## src/sv/jhss_pkg.sv

```systemverilog
// Shared types and codes for the JPEG header size sniffer.
package jhss_pkg;

	localparam logic [2:0] PH_SOI     = 3'd0;
	localparam logic [2:0] PH_LEN_HI  = 3'd1;
	localparam logic [2:0] PH_LEN_LO  = 3'd2;
	localparam logic [2:0] PH_SKIP    = 3'd3;
	localparam logic [2:0] PH_MARK_FF = 3'd4;
	localparam logic [2:0] PH_MARK_ID = 3'd5;
	localparam logic [2:0] PH_FRAME   = 3'd6;
	localparam logic [2:0] PH_WAIT    = 3'd7;

	localparam logic [1:0] ST_FOUND   = 2'd0;
	localparam logic [1:0] ST_BAD_SOI = 2'd1;
	localparam logic [1:0] ST_BAD_MRK = 2'd2;
	localparam logic [1:0] ST_RUNOUT  = 2'd3;

	localparam logic [7:0] BYTE_FF  = 8'hFF;
	localparam logic [7:0] BYTE_SOI = 8'hD8;
	localparam logic [7:0] SOF_LO   = 8'hC0;
	localparam logic [7:0] SOF_HI   = 8'hC2;

	localparam logic [7:0] UNITS_INCH = 8'd1;
	localparam logic [7:0] UNITS_CM   = 8'd2;
	localparam logic [7:0] CENTI_INCH = 8'd100;
	localparam logic [7:0] CENTI_CM   = 8'd254;

	localparam logic [15:0] FALLBACK_RST = 16'd300;
	localparam logic [4:0]  OFF_SAT      = 5'd18;

	// Raw result as produced by the parser, before density scaling.
	typedef struct packed {
		logic [1:0]  status;
		logic [15:0] width;
		logic [15:0] height;
		logic [7:0]  comps;
		logic [7:0]  units;
		logic [15:0] x_den;
		logic [15:0] y_den;
	} raw_res_t;

endpackage

```

## src/sv/jhss_parse.sv

```systemverilog
// Byte-wise header parser with the raw result register.
module jhss_parse (
	input  logic               clk,
	input  logic               arst_n,
	input  logic               in_fire,
	input  logic [7:0]         data_byte,
	input  logic               last_byte,
	input  logic               res_take,
	output logic               res_valid_s1,
	output jhss_pkg::raw_res_t res_s1
);
	import jhss_pkg::*;

	logic [2:0]  phase_q, phase_u;
	logic [4:0]  off_q, off_u;
	logic [15:0] skip_q, skip_u;
	logic [7:0]  lenhi_q, lenhi_u;
	logic [7:0]  units_q, units_u;
	logic [15:0] xden_q, xden_u;
	logic [15:0] yden_q, yden_u;
	logic [15:0] fh_q, fh_u;
	logic [15:0] fw_q, fw_u;
	logic [7:0]  fc_q, fc_u;
	logic        cap_q, cap_u;
	logic        sent_q, sent_u;
	logic        hit;
	logic [1:0]  code;
	logic        emit;
	logic        clear;
	logic [15:0] len;

	always_comb begin
		phase_u = phase_q;
		off_u   = off_q;
		skip_u  = skip_q;
		lenhi_u = lenhi_q;
		units_u = units_q;
		xden_u  = xden_q;
		yden_u  = yden_q;
		fh_u    = fh_q;
		fw_u    = fw_q;
		fc_u    = fc_q;
		cap_u   = cap_q;
		sent_u  = sent_q;
		hit     = 1'b0;
		code    = ST_FOUND;
		len     = {lenhi_q, data_byte};

		// fixed-offset density fields
		unique case (off_q)
			5'd13: units_u = data_byte;
			5'd14: xden_u = {data_byte, 8'd0};
			5'd15: xden_u = {xden_q[15:8], data_byte};
			5'd16: yden_u = {data_byte, 8'd0};
			5'd17: yden_u = {yden_q[15:8], data_byte};
			default: ;
		endcase

		unique case (phase_q)
			PH_SOI: begin
				if ((off_q == 5'd0 && data_byte != BYTE_FF) ||
				    (off_q == 5'd1 && data_byte != BYTE_SOI) ||
				    (off_q == 5'd2 && data_byte != BYTE_FF)) begin
					hit  = 1'b1;
					code = ST_BAD_SOI;
				end else if (off_q >= 5'd3) begin
					phase_u = PH_LEN_HI;
				end
			end
			PH_LEN_HI: begin
				lenhi_u = data_byte;
				phase_u = PH_LEN_LO;
			end
			PH_LEN_LO: begin
				if (len < 16'd2) begin
					hit  = 1'b1;
					code = ST_BAD_MRK;
				end else begin
					skip_u  = len - 16'd2;
					phase_u = (len != 16'd2) ? PH_SKIP : PH_MARK_FF;
				end
			end
			PH_SKIP: begin
				skip_u = skip_q - 16'd1;
				if (skip_q == 16'd1) phase_u = PH_MARK_FF;
			end
			PH_MARK_FF: begin
				if (data_byte != BYTE_FF) begin
					hit  = 1'b1;
					code = ST_BAD_MRK;
				end else begin
					phase_u = PH_MARK_ID;
				end
			end
			PH_MARK_ID: begin
				if (data_byte >= SOF_LO && data_byte <= SOF_HI) begin
					phase_u = PH_FRAME;
					skip_u  = 16'd0;
				end else begin
					phase_u = PH_LEN_HI;
				end
			end
			PH_FRAME: begin
				// length(2), precision(1), height(2), width(2), components(1)
				unique case (skip_q)
					16'd3: fh_u = {data_byte, 8'd0};
					16'd4: fh_u = {fh_q[15:8], data_byte};
					16'd5: fw_u = {data_byte, 8'd0};
					16'd6: fw_u = {fw_q[15:8], data_byte};
					16'd7: begin
						fc_u    = data_byte;
						cap_u   = 1'b1;
						phase_u = PH_WAIT;
					end
					default: ;
				endcase
				skip_u = skip_q + 16'd1;
			end
			default: ;
		endcase

		if (!hit && cap_u && off_q >= 5'd17) begin
			hit  = 1'b1;
			code = ST_FOUND;
		end
		if (off_q < OFF_SAT) off_u = off_q + 5'd1;
		if (!hit && last_byte) begin
			hit  = 1'b1;
			code = ST_RUNOUT;
		end

		emit  = hit && !sent_q;
		clear = last_byte;
		if (emit) sent_u = 1'b1;
	end

	always_ff @(posedge clk or negedge arst_n) begin
		if (!arst_n) begin
			phase_q <= PH_SOI;
			off_q   <= '0;
			skip_q  <= '0;
			lenhi_q <= '0;
			units_q <= '0;
			xden_q  <= '0;
			yden_q  <= '0;
			fh_q    <= '0;
			fw_q    <= '0;
			fc_q    <= '0;
			cap_q   <= 1'b0;
			sent_q  <= 1'b0;
		end else if (in_fire) begin
			if (clear) begin
				// end of file: start over for the next one
				phase_q <= PH_SOI;
				off_q   <= '0;
				skip_q  <= '0;
				lenhi_q <= '0;
				units_q <= '0;
				xden_q  <= '0;
				yden_q  <= '0;
				fh_q    <= '0;
				fw_q    <= '0;
				fc_q    <= '0;
				cap_q   <= 1'b0;
				sent_q  <= 1'b0;
			end else if (!sent_q) begin
				phase_q <= phase_u;
				off_q   <= off_u;
				skip_q  <= skip_u;
				lenhi_q <= lenhi_u;
				units_q <= units_u;
				xden_q  <= xden_u;
				yden_q  <= yden_u;
				fh_q    <= fh_u;
				fw_q    <= fw_u;
				fc_q    <= fc_u;
				cap_q   <= cap_u;
				sent_q  <= sent_u;
			end
		end
	end

	always_ff @(posedge clk or negedge arst_n) begin
		if (!arst_n) begin
			res_valid_s1 <= 1'b0;
		end else if (in_fire && emit) begin
			res_valid_s1 <= 1'b1;
		end else if (res_take) begin
			res_valid_s1 <= 1'b0;
		end
	end

	always_ff @(posedge clk) begin
		if (in_fire && emit) begin
			res_s1.status <= code;
			res_s1.width  <= fw_u;
			res_s1.height <= fh_u;
			res_s1.comps  <= fc_u;
			res_s1.units  <= units_u;
			res_s1.x_den  <= xden_u;
			res_s1.y_den  <= yden_u;
		end
	end

endmodule

```

## src/sv/jhss_scale.sv

```systemverilog
// Density scaling to centi-dpi and the output register.
module jhss_scale (
	input  logic               clk,
	input  logic               arst_n,
	input  logic               res_valid_s1,
	input  jhss_pkg::raw_res_t res_s1,
	input  logic [15:0]        fallback,
	output logic               res_take,
	input  logic               out_stall,
	output logic               out_valid,
	output logic [1:0]         status,
	output logic [15:0]        image_width,
	output logic [15:0]        image_height,
	output logic [7:0]         components,
	output logic [23:0]        dpi_x_centi,
	output logic [23:0]        dpi_y_centi
);
	import jhss_pkg::*;

	logic        known;
	logic        ok;
	logic [7:0]  factor;
	logic [15:0] x_src, y_src;
	logic [23:0] x_prod, y_prod;
	logic        s2_ready;

	always_comb begin
		known  = (res_s1.units == UNITS_INCH) || (res_s1.units == UNITS_CM);
		ok     = (res_s1.status == ST_FOUND);
		factor = (res_s1.units == UNITS_CM) ? CENTI_CM : CENTI_INCH;
		x_src  = known ? res_s1.x_den : fallback;
		y_src  = known ? res_s1.y_den : fallback;
		// widen before the multiply so the full product survives
		x_prod = 24'(x_src) * 24'(factor);
		y_prod = 24'(y_src) * 24'(factor);
	end

	assign s2_ready = !out_valid || !out_stall;
	assign res_take = res_valid_s1 && s2_ready;

	always_ff @(posedge clk or negedge arst_n) begin
		if (!arst_n) begin
			out_valid <= 1'b0;
		end else if (s2_ready) begin
			out_valid <= res_valid_s1;
		end
	end

	always_ff @(posedge clk) begin
		if (res_take) begin
			status       <= res_s1.status;
			image_width  <= ok ? res_s1.width : '0;
			image_height <= ok ? res_s1.height : '0;
			components   <= ok ? res_s1.comps : '0;
			dpi_x_centi  <= ok ? x_prod : '0;
			dpi_y_centi  <= ok ? y_prod : '0;
		end
	end

endmodule

```

## src/sv/jpeg_header_size_sniffer_top.sv

```systemverilog
// Top level of the JPEG header size sniffer.
// Usage:
//   Input channel: one file byte per beat on data_byte, with last_byte set on
//   the final byte of the file. A beat moves when in_valid is high and
//   in_stall is low. Every accepted byte is consumed as it moves, so a file streams
//   at one byte per cycle while the output side keeps up.
//   Output channel: one result beat per file (status, frame size, component
//   count, densities in centi-dpi), moved when out_valid is high and
//   out_stall is low. Fields other than status are zero on an error status.
//   Result path: once the byte that decides it is accepted, the result is
//   registered in the parser register, then in the density multiply register.
//   Bytes after the deciding one are swallowed up to and including the last
//   byte, which rearms the parser for the next file.
//   Stall: a held result waits in the output register while the parser
//   register can hold one more; in_stall rises only when both are full.
//   Config: fallback_dpi is written through cfg_valid/cfg_ready (always
//   ready); write it only while no file is in flight. Reset value is 300.
//   Reset: arst_n clears the parser state, both valid flags and sets the
//   fallback register to 300.
module jpeg_header_size_sniffer_top (
	input  logic        clk,
	input  logic        arst_n,
	input  logic        in_valid,
	output logic        in_stall,
	input  logic [7:0]  data_byte,
	input  logic        last_byte,
	output logic        out_valid,
	input  logic        out_stall,
	output logic [1:0]  status,
	output logic [15:0] image_width,
	output logic [15:0] image_height,
	output logic [7:0]  components,
	output logic [23:0] dpi_x_centi,
	output logic [23:0] dpi_y_centi,
	input  logic        cfg_valid,
	output logic        cfg_ready,
	input  logic [15:0] fallback_dpi
);
	import jhss_pkg::*;

	logic        in_fire;
	logic        res_valid_s1;
	raw_res_t    res_s1;
	logic        res_take;
	logic [15:0] fallback_q;

	assign cfg_ready = 1'b1;
	assign in_stall  = res_valid_s1 && !res_take;
	assign in_fire   = in_valid && !in_stall;

	always_ff @(posedge clk or negedge arst_n) begin
		if (!arst_n) begin
			fallback_q <= FALLBACK_RST;
		end else if (cfg_valid && cfg_ready) begin
			fallback_q <= fallback_dpi;
		end
	end

	jhss_parse u_parse (
		.clk          (clk),
		.arst_n       (arst_n),
		.in_fire      (in_fire),
		.data_byte    (data_byte),
		.last_byte    (last_byte),
		.res_take     (res_take),
		.res_valid_s1 (res_valid_s1),
		.res_s1       (res_s1)
	);

	jhss_scale u_scale (
		.clk          (clk),
		.arst_n       (arst_n),
		.res_valid_s1 (res_valid_s1),
		.res_s1       (res_s1),
		.fallback     (fallback_q),
		.res_take     (res_take),
		.out_stall    (out_stall),
		.out_valid    (out_valid),
		.status       (status),
		.image_width  (image_width),
		.image_height (image_height),
		.components   (components),
		.dpi_x_centi  (dpi_x_centi),
		.dpi_y_centi  (dpi_y_centi)
	);

endmodule

```

## config.mk

```make
export PLATFORM = sky130hd
export DESIGN_NAME = jpeg_header_size_sniffer_top
export DESIGN_NICKNAME = d
export VERILOG_FILES = /design/src/sv/jhss_pkg.sv /design/src/sv/jhss_parse.sv /design/src/sv/jhss_scale.sv /design/src/sv/jpeg_header_size_sniffer_top.sv
export SDC_FILE = /design/constraint.sdc
export NUM_CORES = 1
export LEC_CHECK = 0
export ABC_AREA = 0
export BUFFER_PORTS_ARGS = -buffer_cell sky130_fd_sc_hd__buf_4
export CORE_MARGIN = 1
export CORE_UTILIZATION = 58
export CTS_BUF_LIST = sky130_fd_sc_hd__clkbuf_4 sky130_fd_sc_hd__clkbuf_8
export CTS_CLUSTER_DIAMETER = 60
export DETAILED_ROUTE_END_ITERATION = 10
export MAX_ROUTING_LAYER = met4
export PLACE_DENSITY = 0.89
export SLEW_MARGIN = 10
export SYNTH_ARGS = -nofsm -noshare
export SYNTH_HDL_FRONTEND = slang
export SYNTH_SLANG_ARGS = --single-unit
```

## constraint.sdc

```tcl
create_clock -name clk -period 8 [get_ports clk]
set_input_delay 1.6 -clock clk [delete_from_list [all_inputs] [get_ports clk]]
set_output_delay 1.6 -clock clk [all_outputs]
set_load 0.01 [all_outputs]
```

==> summary.txt <==
Clock network
  – Clock Pin Slew Worst Setup and Hold Paths: 60 ps
  – Number of clock sinks: 302
  – Total number of H-tree levels: 2
  – Number of buffers created by CTS: 49
  – Clock Latency Late Sink: 630 ps
  – Post-CTS Setup Bufs: 0
  – CTS tree: yes
  – Buffer type at the clock tree root: clkbuf_8
  – Cts hold-fix bufs: 0
  – Clk buf depth: 3
  – Number of instances resized during post-cts repair: 0

Timing
  – Crit path setup slack, layout: 1120 ps
  – Timing-limited maximum frequency: 0.145 GHz
  – Final setup violation count: 0
  – Period minus WS final: 6880 ps
  – Tightest slew margin relative to the limit: 0.191
  – Sum of negative setup slack: 0 ps
  – Transition time of the tightest slew-check pin: 1210 ps
  – Worst clock skew on the final layout: 30.4 ps
  – Final Max Slew Viols: 0
  – RSZ-0062 raised after global routing: no
  – Final hold vios: 0
  – Final clock period utilization by the worst path: 0.860

Yosys
  – Most instantiated flip-flop cell in the synthesis netlist: edfxtp_1
  – Fraction of synthesized cell area taken by the top area cell type: 0.249
  – Synth unique cells: 80
  – Cell with the most instances after synthesis: inv_1
  – Proportion of register bits with asynchronous set or reset after synthesis: 0.437
  – Cell count after synthesis: 1942
  – Flip-flop and latch count after synthesis: 302
  – Post-synth top area cell: edfxtp_1
  – Post-synth design cell area: 0.0205 mm^2
  – Register area share after synthesis: 0.410
  – Syn Area/Cell: 10.6 um^2
  – Cell types with the highest counts after synthesis: inv_1 (243), edfxtp_1 (170), nand2_1 (160)
  – Warnings from Yosys: 0
  – Number of enable flip-flop cells after synthesis: 170
  – Largest cells by area after synthesis: edfxtp_1 (25%), dfrtp_1 (16%), fa_1 (11%)

Floorplanning
  – DIE HEIGHT: 190 um
  – Die boundary width: 190 um
  – DIE AREA: 0.0361 mm^2
  – Initial cell density of the core: 0.591
  – Cell row count: 68
  – I/O pins: 123
  – Placeable Area: 0.0347 mm^2

Pwr
  – Portion of total power attributed to sequential cells: 0.340
  – Cell Pwr Density: 288 mW/mm^2
  – Internal power: 3.92 mW
  – Clock share of power: 0.206
  – Worst vdd rail ir drop: 209 uV
  – Leakage dissipation: 10.7 nW
  – Combinational fraction of design power: 0.454
  – Net switching component of the power: 2.63 mW
  – Switching power as a share of total power: 0.402

Layout
  – ANT cells: 0
  – Share of cells above drive strength 1: 0.143
  – Area overhead of the layout relative to synthesis: 10.7%
  – Nets: 2311

Detailed routing
  – Antenna violation net count after detailed routing: 0
  – Drt first-iter violations: 1490
  – Count of unresolved DRC violations after routing: 0
  – Total number of vias: 15400
  – Vias per cell: 6.11
  – Routed WL per cell: 20.2 um
  – Post-Route WL: 51.1 mm
  – Total iterations of the first detailed-routing run: 7

Placement
  – Port Buffers: 119
  – Worst slack after detailed placement: 1380 ps
  – Detail Placement HPWL: 36.4 mm
  – Gp weighted congestion: 0.958

Worst setup path
  – Crit-path cells: nor4_1, nand3_1, and2_1, a21oi_1, a21oi_1, ha_1, inv_1, fa_1, inv_1, fa_1, inv_1, fa_1, inv_1, ha_1, o21ai_0, o21bai_1, a21oi_1, o311ai_0, a21boi_0, mux2i_1
  – Critical path required time: 8340 ps
  – Worst-path maximum fanout: 20
  – Critical path class: register to register
  – Delay of the slowest critical-path stage: 750 ps
  – Type of destination of the critical path: register
  – CP startpoint kind: register
  – Arrival time of data at the critical path endpoint: 7220 ps
  – Most common cell type on the critical path: inv_1
  – Slowest cell on crit path: nand3_1

Outcome
  – Result of the run: finished, final reports clean

Global route
  – Global routing usage summed across all routing layers: 0.298
  – Number of antenna violations at the first check in global routing: 0
  – Number of global-route vias before repair: 15500
  – Wire length of the first global-routing pass: 82.3 mm
  – Leftover overflow at the end of global routing: 0
  – Largest net degree at the start of global routing: 89

Flow run
  – Number of violations of the max-capacitance limit: 0

Worst hold path
  – Class of the tightest hold or removal check: register to register
state kept, by name, summed over array words and instances (netlist names), 16 cells and up:
name	flops
fallback_q	16
u_parse.fh_q	16
u_parse.fw_q	16
u_parse.res_s1	82
u_parse.skip_q	16
u_parse.xden_q	16
u_parse.yden_q	16
u_scale.dpi_x_centi	23
u_scale.dpi_y_centi	23
u_scale.image_height	16
u_scale.image_width	16
final timing paths:
kind                                                  start                                    end  slack [ps]  cells after the start
setup / recovery               u_parse.res_s1[37]$_DFFE_PP_  u_scale.dpi_y_centi[19]$_SDFFCE_PP0P_        1120                     20
setup reg to reg               u_parse.res_s1[37]$_DFFE_PP_  u_scale.dpi_y_centi[19]$_SDFFCE_PP0P_        1120                     20
max in group asynchronous                            arst_n          u_parse.yden_q[1]$_DFFE_PN0P_        5310                      3
hold / removal             u_parse.res_valid_s1$_DFFE_PN0P_          u_scale.out_valid$_DFFE_PN0P_         490                      1
min in group asynchronous                            arst_n         u_parse.skip_q[11]$_DFFE_PN0P_         910                      1
hold reg to reg            u_parse.res_valid_s1$_DFFE_PN0P_          u_scale.out_valid$_DFFE_PN0P_         490                      1
critical path, delay by kind of cell, from the launching register on:
kind	cells	cell delay, ps
compound gates	7	1980
simple gates	3	1820
flops	1	380
mux	1	180
fa+ha+maj	5	2050
buf+inv	4	190
through the flow:
step / instances / cell area, um^2 / power (mW) / hold slack (ps) / util
after global routing: 2524 / 22700 / 7.03 / 505 / 0.654
final: 2524 / 22700 / 6.55 / 487 / 0.654
after detailed placement: 2433 / 21700 / 5.20 / 473 / 0.626
after floorplan: 1943 / 20500 / 4.35 / 444 / -
after CTS: 2524 / 22700 / 6.56 / 495 / 0.654
after global placement: 2433 / 21700 / 5.09 / 461 / 0.626
cells by family (layout without fill, tap and decap cells):
kind of cell             count (synthesis)  count (layout)  synth area share
AND/OR/NAND/NOR                        511             511             0.125
XOR/XNOR                                55              55            0.0235
adder cells (fa/ha/maj)                252             252             0.196
AO/OA/AOI/OAI                          426             426             0.153
multiplexers                            54              54            0.0290
flip-flops                             302             302             0.410
other                                    2               3          0.000366
buffers and inverters                  340             466            0.0633
power groups by stage:
stage	sequential [mW]	clock, mW	combinational [mW]
after floorplan	2.26	0	2.09
after global placement	2.24	0	2.86
after detailed placement	2.25	0	2.95
after CTS	2.22	1.37	2.97
after global routing	2.25	1.44	3.34
final	2.23	1.35	2.98
layer usage:
layer  GRT usage  routed length, um
met1       0.378              20600
met2       0.481              24800
met4       0.122               1880
met5           -                  0
met3      0.0439               3690
cell type report:
type / count / area, um^2
clock buffers: 73 / 892
clock inverters: 18 / 96.3
fillers: 2637 / 12000
inverters: 243 / 912
multi-input cells: 1301 / 10800
flip-flops and latches: 302 / 8410
well taps: 455 / 569
repair buffers: 132 / 991
layout by cell type, fill, tap and decap left out, types with 11 or more instances in the layout:
cell type	n
a31oi_1	18
xor2_1	25
mux2_2	39
a211oi_1	12
edfxtp_1	170
fa_1	116
clkbuf_4	18
nor4_1	11
dfrtp_1	128
ha_1	136
and2_1	65
and3_1	23
or2_2	17
nor3_1	28
a21o_1	28
clkbuf_8	55
nand2_1	160
or3_1	14
o21ai_0	56
mux2i_1	14
nor2_1	92
nand3_1	32
a21oi_1	79
buf_4	132
a22o_1	114
nand4_1	13
a32o_1	29
inv_1	243
xnor2_1	30
nand2b_1	19
Power figures use the tool's default switching activity.
